### src/rtl/matrix_keypad_debounce_reporter_macros.svh
// Assertion helpers shared by the keypad reporter modules.
`ifndef MATRIX_KEYPAD_DEBOUNCE_REPORTER_MACROS_SVH
`define MATRIX_KEYPAD_DEBOUNCE_REPORTER_MACROS_SVH

// Same-cycle implication.
`define MKDR_ASSERT_IMP(lbl, ante, cons, msg) \
  lbl: assert property (@(posedge clk) disable iff (rst) (ante) |-> (cons)) \
    else $error(msg);

// Next-cycle implication.
`define MKDR_ASSERT_NXT(lbl, ante, cons, msg) \
  lbl: assert property (@(posedge clk) disable iff (rst) (ante) |=> (cons)) \
    else $error(msg);

`endif

### src/rtl/mkdr_pkg.sv
`default_nettype none
package mkdr_pkg;

  localparam int ROWS  = 8;
  localparam int COLS  = 8;
  localparam int NKEYS = ROWS * COLS;

  localparam int SHIFT_BIT  = 5 * COLS;
  localparam int CTRL_BIT   = 5 * COLS + 1;
  localparam int ALT_BIT    = 6 * COLS + 1;
  localparam int SYMBOL_BIT = 7 * COLS + 1;

  localparam logic [NKEYS-1:0] MOD_MASK =
    (64'd1 << SHIFT_BIT) | (64'd1 << CTRL_BIT) | (64'd1 << ALT_BIT);
  localparam logic [NKEYS-1:0] SYM_MASK = 64'd1 << SYMBOL_BIT;

  localparam logic [15:0] DEBOUNCE_RESET = 16'd20;

  localparam logic [1:0] EV_PRESS   = 2'd0;
  localparam logic [1:0] EV_RELEASE = 2'd1;
  localparam logic [1:0] EV_SYNC    = 2'd2;

  localparam logic [1:0] PASS_MOD_PRESS   = 2'd0;
  localparam logic [1:0] PASS_KEY_PRESS   = 2'd1;
  localparam logic [1:0] PASS_KEY_RELEASE = 2'd2;
  localparam logic [1:0] PASS_MOD_RELEASE = 2'd3;

  localparam logic REG_DEBOUNCE = 1'b0;

  localparam logic [8:0] BASE_MAP [NKEYS] = '{
    9'd116, 9'd217, 9'd59,  9'd60,  9'd61,  9'd62,  9'd102, 9'd139,
    9'd0,   9'd0,   9'd0,   9'd0,   9'd0,   9'd58,  9'd156, 9'd0,
    9'd16,  9'd17,  9'd18,  9'd19,  9'd20,  9'd21,  9'd22,  9'd23,
    9'd30,  9'd31,  9'd32,  9'd33,  9'd34,  9'd35,  9'd24,  9'd25,
    9'd44,  9'd45,  9'd46,  9'd47,  9'd48,  9'd36,  9'd37,  9'd38,
    9'd42,  9'd29,  9'd0,   9'd0,   9'd0,   9'd49,  9'd50,  9'd12,
    9'd0,   9'd56,  9'd115, 9'd418, 9'd105, 9'd103, 9'd108, 9'd106,
    9'd57,  9'd0,   9'd114, 9'd419, 9'd1,   9'd28,  9'd14,  9'd111
  };

  localparam logic [8:0] SYM_MAP [NKEYS] = '{
    9'd0, 9'd0, 9'd0,  9'd0,  9'd0,  9'd0,  9'd0,  9'd0,
    9'd0, 9'd0, 9'd0,  9'd0,  9'd0,  9'd0,  9'd0,  9'd0,
    9'd2, 9'd3, 9'd4,  9'd5,  9'd6,  9'd7,  9'd8,  9'd9,
    9'd0, 9'd0, 9'd41, 9'd13, 9'd43, 9'd39, 9'd10, 9'd11,
    9'd0, 9'd0, 9'd0,  9'd0,  9'd0,  9'd40, 9'd26, 9'd27,
    9'd0, 9'd0, 9'd0,  9'd0,  9'd0,  9'd51, 9'd52, 9'd53,
    9'd0, 9'd0, 9'd0,  9'd0,  9'd0,  9'd0,  9'd0,  9'd0,
    9'd0, 9'd0, 9'd0,  9'd0,  9'd0,  9'd0,  9'd0,  9'd0
  };

  typedef struct packed {
    logic accept;
    logic take_cand;
    logic start_report;
    logic advance;
    logic press_write;
    logic rel_read;
    logic rel_finish;
    logic emit_sync;
  } ctl_cmd_t;

  typedef struct packed {
    logic cand_diff;
    logic stable_diff;
    logic due;
    logic bit_set;
    logic is_release;
    logic press_nz;
    logic rel_nz;
    logic last_pos;
    logic out_free;
  } ctl_sts_t;

  function automatic logic in_symbol_layer(input logic [5:0] pos);
    logic [2:0] row;
    logic [2:0] col;
    row = pos[5:3];
    col = pos[2:0];
    return (row == 3'd2) || (row == 3'd3) || (row == 3'd4) ||
           ((row == 3'd5) && (col >= 3'd5));
  endfunction

endpackage
`default_nettype wire

### src/rtl/matrix_keypad_debounce_reporter.sv
// A word is taken in the idle state and evaluated in the next cycle; a word that starts no report
// returns to idle. A report scans 4 passes of 64 key positions, one position a cycle unless an
// output stall holds it, plus a code memory read state per release, then one sync word.
// Output stalls hold the scan; the input is stalled until the report's sync is loaded.
// Reset (rst, synchronous): debounce_ms 20, key sets and time zero, stored codes marked invalid.
`default_nettype none
module matrix_keypad_debounce_reporter
  import mkdr_pkg::*;
(
  input  wire logic        clk,
  input  wire logic        rst,
  input  wire logic        psel,
  input  wire logic        penable,
  input  wire logic        pwrite,
  input  wire logic [2:0]  paddr,
  input  wire logic [31:0] pwdata,
  output logic      [31:0] prdata,
  output logic             pready,
  input  wire logic        in_valid,
  output logic             in_stall,
  input  wire logic [63:0] key_matrix,
  input  wire logic [31:0] now_ms,
  output logic             out_valid,
  input  wire logic        out_stall,
  output logic      [1:0]  event_kind,
  output logic      [8:0]  key_code,
  output logic      [5:0]  key_position,
  output logic             last_event
);

  ctl_cmd_t cmd;
  ctl_sts_t sts;
  logic     cfg_write;

  assign pready    = 1'b1;
  assign cfg_write = psel && penable && pwrite && pready;

  mkdr_ctrl u_ctrl (
    .clk      (clk),
    .rst      (rst),
    .in_valid (in_valid),
    .in_stall (in_stall),
    .sts      (sts),
    .cmd      (cmd)
  );

  mkdr_datapath u_datapath (
    .clk          (clk),
    .rst          (rst),
    .cfg_write    (cfg_write),
    .cfg_sel      (paddr[2]),
    .cfg_wdata    (pwdata),
    .cfg_rdata    (prdata),
    .key_matrix   (key_matrix),
    .now_ms       (now_ms),
    .out_stall    (out_stall),
    .out_valid    (out_valid),
    .event_kind   (event_kind),
    .key_code     (key_code),
    .key_position (key_position),
    .last_event   (last_event),
    .cmd          (cmd),
    .sts          (sts)
  );

endmodule
`default_nettype wire

### src/rtl/mkdr_ctrl.sv
`default_nettype none
`include "matrix_keypad_debounce_reporter_macros.svh"
module mkdr_ctrl
  import mkdr_pkg::*;
(
  input  wire logic     clk,
  input  wire logic     rst,
  input  wire logic     in_valid,
  output logic          in_stall,
  input  wire ctl_sts_t sts,
  output ctl_cmd_t      cmd
);

  localparam logic [2:0] ST_IDLE = 3'd0;
  localparam logic [2:0] ST_EVAL = 3'd1;
  localparam logic [2:0] ST_SCAN = 3'd2;
  localparam logic [2:0] ST_RELW = 3'd3;
  localparam logic [2:0] ST_SYNC = 3'd4;

  logic [2:0] state;
  logic [2:0] state_next;

  assign in_stall = (state != ST_IDLE);

  always_comb begin
    state_next = state;
    cmd = '0;
    case (state)
      ST_IDLE: begin
        if (in_valid) begin
          cmd.accept = 1'b1;
          state_next = ST_EVAL;
        end
      end
      ST_EVAL: begin
        if (sts.cand_diff) begin
          cmd.take_cand = 1'b1;
          state_next = ST_IDLE;
        end else if (sts.stable_diff && sts.due) begin
          cmd.start_report = 1'b1;
          state_next = ST_SCAN;
        end else begin
          state_next = ST_IDLE;
        end
      end
      ST_SCAN: begin
        if (!sts.bit_set) begin
          cmd.advance = 1'b1;
          if (sts.last_pos) state_next = ST_SYNC;
        end else if (sts.is_release) begin
          cmd.rel_read = 1'b1;
          state_next = ST_RELW;
        end else if (!sts.press_nz || sts.out_free) begin
          cmd.press_write = 1'b1;
          cmd.advance = 1'b1;
          if (sts.last_pos) state_next = ST_SYNC;
        end
      end
      ST_RELW: begin
        if (!sts.rel_nz || sts.out_free) begin
          cmd.rel_finish = 1'b1;
          cmd.advance = 1'b1;
          state_next = sts.last_pos ? ST_SYNC : ST_SCAN;
        end
      end
      ST_SYNC: begin
        if (sts.out_free) begin
          cmd.emit_sync = 1'b1;
          state_next = ST_IDLE;
        end
      end
      default: begin
        state_next = ST_IDLE;
      end
    endcase
  end

  always_ff @(posedge clk) begin
    if (rst) begin
      state <= ST_IDLE;
    end else begin
      state <= state_next;
    end
  end

  `MKDR_ASSERT_IMP(a_eval_after_idle, state == ST_EVAL, $past(state) == ST_IDLE,
    "evaluation entered without an accepted word")
  `MKDR_ASSERT_IMP(a_relw_from_scan, state == ST_RELW,
    $past(state) == ST_SCAN || $past(state) == ST_RELW,
    "release fetch outside a scan")
  `MKDR_ASSERT_IMP(a_sync_from_scan, state == ST_SYNC,
    $past(state) == ST_SCAN || $past(state) == ST_RELW || $past(state) == ST_SYNC,
    "sync reached without a scan")

endmodule
`default_nettype wire

### src/rtl/mkdr_datapath.sv
`default_nettype none
`include "matrix_keypad_debounce_reporter_macros.svh"
module mkdr_datapath
  import mkdr_pkg::*;
(
  input  wire logic        clk,
  input  wire logic        rst,
  input  wire logic        cfg_write,
  input  wire logic        cfg_sel,
  input  wire logic [31:0] cfg_wdata,
  output logic      [31:0] cfg_rdata,
  input  wire logic [63:0] key_matrix,
  input  wire logic [31:0] now_ms,
  input  wire logic        out_stall,
  output logic             out_valid,
  output logic      [1:0]  event_kind,
  output logic      [8:0]  key_code,
  output logic      [5:0]  key_position,
  output logic             last_event,
  input  wire ctl_cmd_t    cmd,
  output ctl_sts_t         sts
);

  logic [NKEYS-1:0] in_keys;
  logic [31:0]      in_now;
  logic [NKEYS-1:0] cand_keys;
  logic [NKEYS-1:0] stable_keys;
  logic [31:0]      cand_time;
  logic [15:0]      debounce_ms;
  logic [NKEYS-1:0] press_mask;
  logic [NKEYS-1:0] rel_mask;
  logic             sym_held;
  logic [1:0]       pass;
  logic [5:0]       pos;
  logic [8:0]       code_mem [NKEYS];
  logic [NKEYS-1:0] code_valid;
  logic [8:0]       rdata;
  logic             rvalid;

  logic [NKEYS-1:0] pass_mask;
  logic [NKEYS-1:0] changed;
  logic [31:0]      deadline;
  logic [31:0]      age;
  logic [8:0]       press_code;
  logic [8:0]       rel_code;
  logic             out_free;
  logic             load_out;

  assign cfg_rdata = (cfg_sel == REG_DEBOUNCE) ? {16'd0, debounce_ms} : 32'd0;

  always_comb begin
    case (pass)
      PASS_MOD_PRESS:   pass_mask = press_mask & MOD_MASK;
      PASS_KEY_PRESS:   pass_mask = press_mask & ~(MOD_MASK | SYM_MASK);
      PASS_KEY_RELEASE: pass_mask = rel_mask & ~(MOD_MASK | SYM_MASK);
      default:          pass_mask = rel_mask & MOD_MASK;
    endcase
  end

  assign changed    = in_keys ^ stable_keys;
  assign deadline   = cand_time + {16'd0, debounce_ms};
  assign age        = in_now - deadline;
  assign press_code = ((pass == PASS_KEY_PRESS) && sym_held && in_symbol_layer(pos)) ?
                      SYM_MAP[pos] : BASE_MAP[pos];
  assign rel_code   = rvalid ? rdata : 9'd0;
  assign out_free   = !out_valid || !out_stall;
  assign load_out   = (cmd.press_write && (press_code != 9'd0)) ||
                      (cmd.rel_finish && (rel_code != 9'd0)) || cmd.emit_sync;

  always_comb begin
    sts.cand_diff   = (in_keys != cand_keys);
    sts.stable_diff = (in_keys != stable_keys);
    sts.due         = !age[31];
    sts.bit_set     = pass_mask[pos];
    sts.is_release  = pass[1];
    sts.press_nz    = (press_code != 9'd0);
    sts.rel_nz      = (rel_code != 9'd0);
    sts.last_pos    = &{pass, pos};
    sts.out_free    = out_free;
  end

  always_ff @(posedge clk) begin
    if (rst) begin
      debounce_ms <= DEBOUNCE_RESET;
    end else if (cfg_write && (cfg_sel == REG_DEBOUNCE)) begin
      debounce_ms <= cfg_wdata[15:0];
    end
  end

  always_ff @(posedge clk) begin
    if (cmd.accept) begin
      in_keys <= key_matrix;
      in_now  <= now_ms;
    end
  end

  always_ff @(posedge clk) begin
    if (rst) begin
      cand_keys   <= '0;
      cand_time   <= '0;
      stable_keys <= '0;
    end else if (cmd.take_cand) begin
      cand_keys <= in_keys;
      cand_time <= in_now;
    end else if (cmd.start_report) begin
      stable_keys <= in_keys;
    end
  end

  always_ff @(posedge clk) begin
    if (cmd.start_report) begin
      press_mask  <= changed & in_keys;
      rel_mask    <= changed & ~in_keys;
      sym_held    <= in_keys[SYMBOL_BIT];
      {pass, pos} <= '0;
    end else if (cmd.advance) begin
      {pass, pos} <= {pass, pos} + 8'd1;
    end
  end

  always_ff @(posedge clk) begin
    if (cmd.press_write) code_mem[pos] <= press_code;
    if (cmd.rel_read) begin
      rdata  <= code_mem[pos];
      rvalid <= code_valid[pos];
    end
  end

  always_ff @(posedge clk) begin
    if (rst) begin
      code_valid <= '0;
    end else if (cmd.press_write) begin
      code_valid[pos] <= 1'b1;
    end else if (cmd.rel_finish) begin
      code_valid[pos] <= 1'b0;
    end
  end

  always_ff @(posedge clk) begin
    if (rst) begin
      out_valid <= 1'b0;
    end else if (load_out) begin
      out_valid <= 1'b1;
    end else if (!out_stall) begin
      out_valid <= 1'b0;
    end
  end

  always_ff @(posedge clk) begin
    if (load_out) begin
      if (cmd.emit_sync) begin
        event_kind   <= EV_SYNC;
        key_code     <= 9'd0;
        key_position <= 6'd0;
        last_event   <= 1'b1;
      end else begin
        event_kind   <= cmd.rel_finish ? EV_RELEASE : EV_PRESS;
        key_code     <= cmd.rel_finish ? rel_code : press_code;
        key_position <= pos;
        last_event   <= 1'b0;
      end
    end
  end

  `MKDR_ASSERT_IMP(a_load_when_free, load_out, out_free,
    "output word overwritten while stalled")
  `MKDR_ASSERT_IMP(a_release_on_set_bit, cmd.rel_finish, sts.is_release && sts.bit_set,
    "release finished on a position outside the release mask")
  `MKDR_ASSERT_NXT(a_sync_word, cmd.emit_sync,
    out_valid && last_event && event_kind == EV_SYNC && key_code == 9'd0,
    "sync word malformed")

endmodule
`default_nettype wire

### config.mk
export PLATFORM = sky130hd
export DESIGN_NAME = matrix_keypad_debounce_reporter
export DESIGN_NICKNAME = d
export VERILOG_FILES = /design/src/rtl/mkdr_pkg.sv /design/src/rtl/matrix_keypad_debounce_reporter.sv /design/src/rtl/mkdr_ctrl.sv /design/src/rtl/mkdr_datapath.sv
export VERILOG_INCLUDE_DIRS = /design/src /design/src/rtl
export SDC_FILE = /design/constraint.sdc
export NUM_CORES = 2
export LEC_CHECK = 0
export BUFFER_PORTS_ARGS = -buffer_cell sky130_fd_sc_hd__buf_2
export CORE_UTILIZATION = 60
export DETAILED_ROUTE_END_ITERATION = 6
export MAX_ROUTING_LAYER = met4
export PLACE_DENSITY = 0.78
export SETUP_SLACK_MARGIN = 0.3
export SLEW_MARGIN = 25
export SYNTH_ARGS = -nofsm -noshare
export SYNTH_HDL_FRONTEND = slang
export SYNTH_HIERARCHICAL = 1
export SYNTH_SLANG_ARGS = --single-unit
### constraint.sdc
create_clock -name clk -period 21.7 [get_ports clk]
set_input_delay 2.17 -clock clk [delete_from_list [all_inputs] [get_ports clk]]
set_output_delay 2.17 -clock clk [all_outputs]
set_load 0.02 [all_outputs]
Word-level counts from Yosys, hierarchy flattened

Memory sizes are Yosys's and may differ from the RTL's. A register that Yosys moved wholly into a read port is not among the register bits.
Cells that the tools add are included.

Equal/unequal tests: 17
Add/sub/neg operators: 3
Magnitude comparators: 4
Bitwise operators: 10
Shift operators: 0
Reductions and logical operators: 32
Divide/modulo/power cells: 0
Multiplexer cells: 51
Multipliers: 0

Operator list:

| kind                                                                   | number |
|---|---|
| 64-bit AND                                                             | 3 |
| 64-bit case mux with 3 select lines                                    | 1 |
| 64-bit 2-to-1 mux                                                      | 2 |
| 64-bit != test                                                         | 2 |
| 64-bit NOT                                                             | 2 |
| 64-bit bitwise OR                                                      | 1 |
| 64-bit bitwise XOR                                                     | 1 |
| 9-bit 2-to-1 mux                                                       | 7 |
| 32-bit by 16-bit adder with 32-bit output                              | 1 |
| 32-bit subtractor                                                      | 1 |
| 3-bit 2-to-1 mux                                                       | 8 |
| 1-bit 2-to-1 mux                                                       | 20 |
| 9-bit nonzero test                                                     | 2 |
| 16-bit 2-to-1 mux                                                      | 1 |
| 3-bit case mux with 5 select lines                                     | 1 |
| 2-bit 2-to-1 mux                                                       | 7 |
| 1-bit binary-select mux with 6-bit select                              | 2 |
| 3-bit by 2-bit equality test with 1-bit output (second input constant) | 4 |
| 1-bit logical AND                                                      | 10 |
| 3-bit equality test (second input constant)                            | 3 |
| 8-bit by 1-bit adder with 8-bit output (second input constant)         | 1 |
| 1-bit logical OR                                                       | 8 |
| 8-bit AND reduction                                                    | 1 |
| 7-bit greater-or-equal comparator (second input constant)              | 1 |
| 20 further kinds                                                       | 27 |

Bits in registers: 496
Output and inout port bits: 53
Latch bits: 0
ROM bits: 1152
Word-level logic and storage cells: 139
Input port bits: 138
Memories kept: 3
Memory bits (writable): 576

Memories:

| name                | words | bits a word | read ports | clocked after memory_dff | wr ports | RTL line            | source |
|---|---|---|---|---|---|---|---|
| (name not given)    | 64    | 9           | 1          | 0                        | 0        | mkdr_datapath.sv:64 | `SYM_MAP[pos] : BASE_MAP[pos];` |
| (name not given)    | 64    | 9           | 1          | 0                        | 0        | mkdr_datapath.sv:64 |  |
| u_datapath.code_mem | 64    | 9           | 1          | 1                        | 1        | mkdr_datapath.sv:35 | `logic [8:0] code_mem [NKEYS];` |

Longest topological paths before layout

Depth after elaboration: 17
Gate-level depth with buffers: 20
Mapped depth without buffers: 16

By module

Netlist, hierarchy kept.

By module, submodules not included:

| module                          | seq. area each (um2) | cells an instance | instances | area an instance (um2) |
|---|---|---|---|---|
| mkdr_datapath                   | 29818.6              | 3098              | 1         | 45731.4 |
| mkdr_ctrl                       | 60.1                 | 44                | 1         | 379.1 |
| matrix_keypad_debounce_reporter | 0.0                  | 3                 | 1         | 17.5 |

Worst setup path after synthesis

No wires, ideal clock.

Kind: register to register
Start point: register u_datapath.in_now[8]
End point: register u_datapath.stable_keys[10]
Setup time: 0.070 ns
Arrival: 7.875 ns
Cell stages (with the launch flop): 18
Buffers on the path: 3
Path slack: 13.755 ns
Period minus slack after synthesis: 7.945 ns
Required time: 21.630 ns
Cells stage by stage: edfxtp_1 > fa_1 > ha_1 > a211oi_1 > o21ai_0 > o211ai_1 > a21oi_1 > or4_1 > a31oi_1 > xnor2_1 > nand2_1 > nor4b_4 > clkbuf_1 > nor2b_1 > clkbuf_1 > clkbuf_1 > nand2_1 > a21oi_1

RTL lines:

| element                | RTL line             | source |
|---|---|---|
| from (decl)            | mkdr_datapath.sv:25  | `logic [31:0] in_now;` |
| from (signal assigned) | mkdr_datapath.sv:93  | `in_now <= now_ms;` |
| to (signal assigned)   | mkdr_datapath.sv:106 | `stable_keys <= in_keys;` |
| to (decl)              | mkdr_datapath.sv:27  | `logic [NKEYS-1:0] stable_keys;` |

==> run_results.csv <==
group,metric,value,unit
global_routing,track_usage,28.0,%
route,num_vias,26700,
die,core_area,75900,sq um
power,sw_frac_of_total,20.9,%
setup_path,cp_cell_sequence,"buf_4 -> ha_1 -> a21oi_1 -> nand3b_1 -> and2_1 -> a32oi_4 -> buf_4 -> nor3_1 -> and4_1 -> nand2_1 -> a21o_1 -> nor4_1 -> buf_4 -> nor2b_1 -> and2_1 -> nand2_1 -> inv_1",
logic_synthesis,ys_seq_area_share,64.8,%
power,power.leakage,0.0184,uW
route,vias_per_cell,6.06,
logic_synthesis,yosys-top-cells-area,"edfxtp_1, dfxtp_1, mux4_2",
timing,tightest_slew,1.01,ns
cells_and_area,drive_above_1_share,18.0,%
timing,period_needed,6.06,ns
logic_synthesis,syn_area_per_cell,14.7,sq um
setup_path,crit_slowest_cell,"dfxtp_4",
power,peakVddDrop,0.0862,mV
die,placementRows,101,
logic_synthesis,yosys_warnings,6,
die,die-height,279,microns
cts,cts_hold_buf,0,
cells_and_area,fin_nets,3612,
timing,layout_setup_ws,15.64,ns
cells_and_area,nFillCells,5043,
timing,slew_headroom,32.9,%
power,p_comb_share,3.1,%
cts,cts_tree,"done",
route,postRouteAntennaNets,0,
setup_path,critical_path_class,"reg -> reg",
timing,finalMaxSlewViolations,0,
flow_run,cap_viol_max_count,0,
power,p_per_area,82.2,nW/um^2
logic_synthesis,ys_ff_latch,1079,
die,initial_core_util,60.7,%
setup_path,max_stage_delay,0.70,ns
placed_design,place_inst,4196,
cts,root_buffer,"clkbuf_16",
timing,holdWs,0.457,ns
worst_hold_path,hold_class,"reg -> reg",
global_routing,grt_first_pass_wirelength,160000,microns
timing,skew,0.0594,ns
timing,final.setup.tns,0,ns
route,avgRoutedWirePerCell,23.7,microns
setup_path,end_kind,"flip-flop",
route,drt_wl_total,105000,microns
power,seq_power_share,53.3,%
run_status,status,"completed",
die,die_area,78000,sq um
global_routing,overflow,0,
timing,hold_viol_final,0,
logic_synthesis,netlist_top_cells_count,"edfxtp_1, inv_1, nand2_1, dfxtp_1, mux4_2",
logic_synthesis,synth.distinct_cells,70,
cts,clk_pin_slew,0.06,ns
die,num_io_pins,191,
route,dr.pass1.iters,6,
cells_and_area,syn_to_final_growth,11.3,%
setup_path,cp_top_family,"simple AND/OR/NAND/NOR gates",
setup_path,cp.arrival,6.37,ns
global_routing,antenna_found_initial,3,
setup_path,required,22.01,ns
placed_design,port_buffers,155,
logic_synthesis,syn_inst,3145,
die,die_w,279,microns
global_routing,grt_max_degree,121,
route,drtIter0Drc,2795,
logic_synthesis,ys.flop_type,"edfxtp_1",
power,clkPwrFrac,43.7,%
global_routing,grt_pass1_vias,27300,
timing,fin_crit_sh,27.9,%
cells_and_area,fin_cells,4403,
power,internal_power,3340,uW
placed_design,hpwl,66600,microns
cts,cts_max_level,3,
cts,clk_latency,0.68,ns
logic_synthesis,yosysMostFrequentCell,"edfxtp_1",
setup_path,cp_common_cell,"buf_4",
placed_design,place.gp.congestion,0.905,
setup_path,cp_max_fo,66,
power,p_sw,882,uW
timing,rsz0062_at_grt,"false",
logic_synthesis,post-synth-top-area-fraction,53.8,%
cts,clkSinkCount,1079,
cts,clockBufferDepth,3,
setup_path,worst_setup_path_start_kind,"flip-flop",
logic_synthesis,synth_top_area_cell,"edfxtp_1",
timing,fmax,0.165,GHz
cts,cts_setup_buffers,0,
cells_and_area,finish.utilization,67.6,%
logic_synthesis,synth-async-reset-ratio,0,%
logic_synthesis,netlist_area,46100,sq um
setup_path,worstPathBufferInverterCount,4,
cts,cts_resized,0,
timing,setup_viol,0,
cts,cts_buffers,107,
placed_design,pre_cts_ws,15.70,ns
route,drc,0,
logic_synthesis,synth_edf_count,827,
-- worst paths after layout --
check	to	depth (start not counted)	slack (ns)	startpoint
worst max register to register	u_datapath/code_mem[8][2]$_DFFE_PP_	17	15.64	u_datapath/pos[1]$_SDFFE_PP0P_
worst min register to register	u_datapath/debounce_ms[14]$_SDFFE_PP0P_	2	0.46	u_datapath/debounce_ms[14]$_SDFFE_PP0P_
worst max-delay path	u_datapath/code_mem[8][2]$_DFFE_PP_	17	15.64	u_datapath/pos[1]$_SDFFE_PP0P_
worst min-delay path	u_datapath/debounce_ms[14]$_SDFFE_PP0P_	2	0.46	u_datapath/debounce_ms[14]$_SDFFE_PP0P_
-- metrics by stage --
stage	total power (uW)	cell area [sq um]
after floorplan	2380	46200
after global placement	2410	47800
after detailed placement	2420	47800
after CTS	4250	51300
after global routing	4340	51400
final	4220	51400
-- kinds of logic after synthesis --
kind of cell / Yosys count / synth area share, %
simple gates: 601 / 5.85
compound gates: 402 / 5.41
fa+ha+maj: 199 / 5.63
buf+inv: 464 / 4.12
other cells: 2 / 0.0163
xor+xnor: 74 / 1.41
mux: 324 / 12.8
flops: 1079 / 64.8
-- state kept, by name, indices dropped and copies added, names as in the netlist, 2 cells and up, named ones only --
| name | count |
|---|---|
| u_ctrl/state | 3 |
| u_datapath/cand_keys | 64 |
| u_datapath/cand_time | 32 |
| u_datapath/code_mem | 576 |
| u_datapath/debounce_ms | 16 |
| u_datapath/event_kind | 2 |
| u_datapath/in_keys | 64 |
| u_datapath/in_now | 32 |
| u_datapath/key_code | 9 |
| u_datapath/key_position | 6 |
| u_datapath/pass | 2 |
| u_datapath/pos | 6 |
| u_datapath/press_mask | 63 |
| u_datapath/rdata | 9 |
| u_datapath/rel_mask | 63 |
| u_datapath/stable_keys | 64 |
-- placed cells by master (no fill, tap or decap), types with 5 or more instances in the layout --
cell type,synthesis,final
edfxtp_1,827,827
inv_1,277,275
nand2_1,265,265
dfxtp_1,252,248
mux4_2,212,212
ha_1,185,185
a21oi_1,170,170
nor2_1,167,166
buf_2,32,154
clkbuf_16,0,110
mux2i_1,107,107
o21ai_0,86,86
xnor2_1,72,72
a221oi_1,59,59
nand4_1,42,42
buf_4,23,31
clkbuf_1,105,26
clkinv_2,0,19
nor3_1,20,19
conb_1,2,17
a21o_1,17,17
nand3_1,17,17
clkinv_1,2,16
nor4_1,14,14
fa_1,14,14
nor2b_1,17,13
nand2b_1,12,11
clkbuf_8,0,10
a31oi_1,11,10
and3_1,10,9
clkinvlp_4,0,9
bufinv_16,0,8
a211oi_1,8,8
and2_1,10,8
a22oi_1,8,8
o211ai_1,8,8
mux2_2,5,5
or4_1,5,5
a211o_1,5,5
-- layout make-up --
class / instances / area, sq um / area share [%]
timing repair buffer: 188 / 1060 / 2.06
tap: 1030 / 1290 / 2.51
multi-input combinational: 1617 / 14500 / 28.2
antenna: 3 / 7.51 / 0.0146
clock buffer: 145 / 2970 / 5.79
sequential: 1079 / 29900 / 58.2
inverter: 282 / 1060 / 2.07
clock inverter: 59 / 592 / 1.15
-- layer usage --
layer  part of all wire [%]  vias up  GRT usage, %  wire, microns
met4                    3.5        0          10.4           3680
met1                     39    13400          35.3          40700
met5                      0        -             -              0
met3                    7.6      228          4.60           7980
met2                     50     1192          45.7          52200
li1                       -    11900             -              -
-- worst min-delay path: stages (launching register included) --
cell and delay [ns]:
dfxtp_1 0.31, nand2_1 0.05, a21oi_1 0.05
-- power by group through the flow --
stage	clock (uW)	sequential [uW]	combinational, uW
2_1_floorplan	0	2290	89.6
3_3_place_gp	0	2290	123
3_5_place_dp	0	2290	129
4_1_cts	1870	2250	130
5_1_grt	1950	2250	145
6_report	1840	2250	130
Note: power is estimated with default switching activity, not from simulation.
